### src/rtl/rap_ram.sv
module rap_ram #(
  parameter int WIDTH = 8,
  parameter int DEPTH = 16,
  localparam int AW   = (DEPTH > 1) ? $clog2(DEPTH) : 1
) (
  input  logic             clk,
  input  logic             we,
  input  logic [AW-1:0]    waddr,
  input  logic [WIDTH-1:0] wdata,
  input  logic             re,
  input  logic [AW-1:0]    raddr,
  output logic [WIDTH-1:0] rdata
);

  logic [WIDTH-1:0] mem [DEPTH];

  always_ff @(posedge clk) begin
    if (we) begin
      mem[waddr] <= wdata;
    end
    if (re) begin
      rdata <= mem[raddr];
    end
  end

endmodule

### config.mk
export PLATFORM = sky130hd
export DESIGN_NAME = rap_ram
export DESIGN_NICKNAME = d
export VERILOG_FILES = /design/src/rtl/rap_ram.sv
export SDC_FILE = /design/constraint.sdc
export NUM_CORES = 1
export LEC_CHECK = 0
export ABC_CLOCK_PERIOD_IN_PS = 2700
export BUFFER_PORTS_ARGS = -buffer_cell sky130_fd_sc_hd__buf_4
export CAP_MARGIN = 20
export CELL_PAD_IN_SITES_DETAIL_PLACEMENT = 1
export CELL_PAD_IN_SITES_GLOBAL_PLACEMENT = 1
export CORE_ASPECT_RATIO = 1.75
export CORE_MARGIN = 5
export CORE_UTILIZATION = 55
export CTS_BUF_LIST = sky130_fd_sc_hd__clkbuf_4 sky130_fd_sc_hd__clkbuf_8
export DETAILED_ROUTE_END_ITERATION = 8
export GPL_TIMING_DRIVEN = 0
export PLACE_DENSITY_LB_ADDON = 0.1
export RECOVER_POWER = 100
export SYNTH_ARGS = -nofsm -noshare
export SYNTH_HDL_FRONTEND = slang
export SYNTH_SLANG_ARGS = --single-unit
### constraint.sdc
create_clock -name clk -period 2.7 [get_ports clk]
set_input_delay 0.81 -clock clk [delete_from_list [all_inputs] [get_ports clk]]
set_output_delay 0.81 -clock clk [all_outputs]
set_load 0.005 [all_outputs]
* After elaboration in Yosys (flattened, before gate mapping)
Memories as Yosys holds them, arrays and structs flattened. A register that Yosys moved wholly into a read port is not among the register bits.
Cells that the tools add are included.
** Storage, ports and cells
- Register bits after elaboration :: 0
- Memory bits (writable) :: 128
- Input port bits :: 19
- Output and inout port bits :: 8
- Word-level logic and storage cells :: 3
- Memories :: 1
** Operators by class
- Mux-type cells :: 2
** Memory list
- mem :: words 16, bits a word 8, rd ports 1, clocked after Yosys merged registers in 1, wr ports 1, line 15 : logic [WIDTH-1:0] mem [DEPTH];
** Operators by type and width (count)
- $mux W1 :: 2

* Logic depth before layout (Yosys ltp)
- Word-level depth :: 2
- Gate-level depth with buffers :: 5
- Depth with buffers taken out :: 3

* Worst setup path before layout
Ideal clock, no wire load.
- Path kind :: input to register
- From :: input waddr[2]
- To :: memory mem[0][0] (enable)
- Setup time :: 383 ps
- Arrival time :: 1920 ps
- Data required time :: 2317 ps
- Setup slack :: 397 ps
- Stages on the path :: 2
- Path buffers :: 0
- Cells stage by stage :: or3b_2 -> nor3_1
** RTL lines
- start, declared :: line 8 : input logic [AW-1:0] waddr,
- end, declared :: line 15
No word-level cell before the write port.

* Worst setup path after layout
- From :: input we
- To :: memory mem[0][4] (enable)
** On the way
- Longest elaborated chain between the ends :: 2
** RTL lines
- start, declared :: line 7 : input logic we,
- $mux W1 :: line 18 : if (we) begin
- $mux W1 (not written as such) :: line 19 : mem[waddr] <= wdata;
Every way passes these cells.

==> impl_metrics.tcl <==
set metrics [dict create \
    finalHoldViolCount 0 \
    finalWirelength_um 10780 \
    drive_above_1_share 0.2318 \
    grt_pass1_wl_um 16560 \
    end_kind "flop" \
    core-area_um2 9409 \
    die_area_um2 11630 \
    drc 0 \
    max_cap_violations 0 \
    worst_setup_path_start_kind "input pin" \
    firstDrtPassIters 5 \
    p_comb_frac 0.054 \
    cts.clk_slew.worst_paths_ps 70 \
    cts_setup_buffers 0 \
    synth_top_area_cell "edfxtp_1" \
    setup_viol 0 \
    cts_max_level 4 \
    grt_use_total 0.1999 \
    cts_buffers 17 \
    finalInstanceArea_um2 5906 \
    worstSkewPairLatency_ps 420 \
    power_frac_seq 0.564 \
    syn_area_um2 5228 \
    synth_cell_types 18 \
    io_buffers 25 \
    r2r-end "rdata[3]$_DFFE_PP_" \
    fp-row-count 47 \
    mostFrequentLayoutCell "edfxtp_1" \
    arrival_ps 2430 \
    ant_nets 0 \
    outcome "finished clean" \
    ir_drop_uv 534.0 \
    netSwitchingFraction 0.2017 \
    min_path_type "flop to flop" \
    cts_sinks 136 \
    ys_ff_latch 136 \
    synth_top_cell_area_share 0.7812 \
    synthMuxAreaShare 0.1479 \
    synth_nets 248 \
    reg2reg_slack_ps 1050 \
    max_slew_margin 0.4299 \
    power.density_nw_per_um2 717.1 \
    synth-xor-area-share 0 \
    antenna_found_initial 0 \
    drt_iter0_markers 159 \
    viasPerCell 5.983 \
    max_freq_mhz 428.8 \
    reg2reg_depth 3 \
    regArea_um2 4084 \
    cts_tree "yes" \
    final_cell_mix "edfxtp_1 (136), clkbuf_1 (19), mux4_2 (18)" \
    critPathMaxFanout 5 \
    hold_depth 3 \
    die_w_um 83.70 \
    synthAdderAreaFrac 0 \
    grt_max_degree 17 \
    n_fill_cell 794 \
    worstHoldStart "mem[12][1]$_DFFE_PP_" \
    multi_input_area_um2 1057 \
    regToRegStartpoint "mem[1][3]$_DFFE_PP_" \
    hold_buffers 0 \
    fp.dieH_um 139.0 \
    finClkSkew_ps 8.954 \
    synth-simple-area-share 0.03135 \
    grt_pass1_vias 2713 \
    ys.warnings.count 0 \
    critical_path_class "input pin to flop" \
    power_w 0.004235 \
    start_util 0.5556 \
    p_sw_w 0.0008542 \
    dpl-instance-area_um2 5598 \
    grt.overflow.total 0 \
    io-pin-count 27 \
    dp_hpwl_um 7430 \
    finalMaxSlewViolations 0 \
    ctsRootBufferMaster "clkbuf_8" \
    power_frac_clock 0.382 \
    diodes 0 \
    synth_compound_area_frac 0.02298 \
    p_leak_nw 1.920 \
    tightestPinTransition_ps 855.2 \
    cp-endpoint "mem[0][4]$_DFFE_PP_" \
    seq_area_frac_synth 0.7812 \
    synth_area_leaders "edfxtp_1 (78%), mux4_2 (7.8%), mux4_1 (7.0%)" \
    synth_cells 229 \
    layout.nets 296 \
    gp_congestion 0.8289 \
    p_int_w 0.003381 \
    cts_resized 0 \
    area_growth_pct 12.97 \
    period_minus_slack_ps 2332 \
    vias 2459 \
    finalCritPeriodShare 0.8637 \
    synth_top_family_by_area "multiplexers" \
    worstPathRequired_ps 2800 \
    cts_max_path_buffers 2 \
    avgRoutedWirePerCell_um 26.23 \
    grt_setup_unrepaired "false" \
    syn_area_per_cell_um2 22.83 \
    crit_start "we" \
]
-- layer usage --
metal  vias up  global-route usage  routed length, um  share of wire
met2        68              0.3454               6037           0.56
met5         -                   0                  0              0
met4         0             0.09746                283          0.026
met1      1296              0.2320               4133           0.38
met3        17             0.04756                324          0.030
li1       1078                   -                  -              -
-- how the worst min path moves through the flow --
stage                         end  slack (ps)
2_1_floorplan  rdata[0]$_DFFE_PP_         700
3_3_place_gp   rdata[1]$_DFFE_PP_         730
3_5_place_dp   rdata[1]$_DFFE_PP_         740
4_1_cts        rdata[2]$_DFFE_PP_         640
5_1_grt        rdata[1]$_DFFE_PP_         780
6_report       rdata[1]$_DFFE_PP_         760
-- cell usage after synthesis, drive strengths merged --
master           n
a22oi           16
and2             1
and2b            1
buf              7
clkdlybuf4s25    3
edfxtp         136
mux4            32
nand2            9
nand2b           2
nand3            1
nand3b           2
nor2            13
nor2b            1
nor3             4
or3b             1
-- layout make-up --
type	count	area share
plain buffers	10	0.01335
clock buffers	19	0.04216
clock inverters	12	0.02267
multi-input cells	83	0.1790
flip-flops and latches	136	0.6915
well taps	122	0.02585
repair buffers	29	0.02542
-- sequential cells by signal (all words and copies together), names as in the netlist --
register / flops
rdata: 8
mem: 128
-- worst max-delay path, stage by stage --
cell and delay [ps]:
clkbuf_1 150, or3b_2 520, nor3_1 620, clkbuf_1 330
-- kinds of logic after synthesis --
logic type | count (synthesis)
and+or+nand+nor | 35
buffers and inverters | 10
AOI/OAI and AO/OA | 16
muxes | 32
DFF | 136
-- power groups by stage --
stage                     Clock [W]  Sequential, W  Combinational, W
final                       0.00162        0.00239          0.000227
after global routing        0.00176        0.00239          0.000243
after CTS                   0.00165        0.00239          0.000245
after detailed placement          0        0.00244          0.000244
after global placement            0        0.00243          0.000233
after floorplan                   0        0.00243          0.000120
-- metrics by stage --
stage | utilization | setup TNS [ps] | setup WS (ps) | hold WS [ps] | instances
after floorplan | - | 0 | 397.1 | 704.8 | 229
after global placement | 0.5918 | -1534 | -192.1 | 734.4 | 376
after detailed placement | 0.5949 | 0 | 50.92 | 743.7 | 380
after CTS | 0.6356 | 0 | 479.8 | 644.9 | 411
after global routing | 0.6277 | 0 | 319.7 | 781.6 | 411
final | 0.6277 | 0 | 368.0 | 756.1 | 411
No activity file was read; power rests on OpenSTA's default activity.
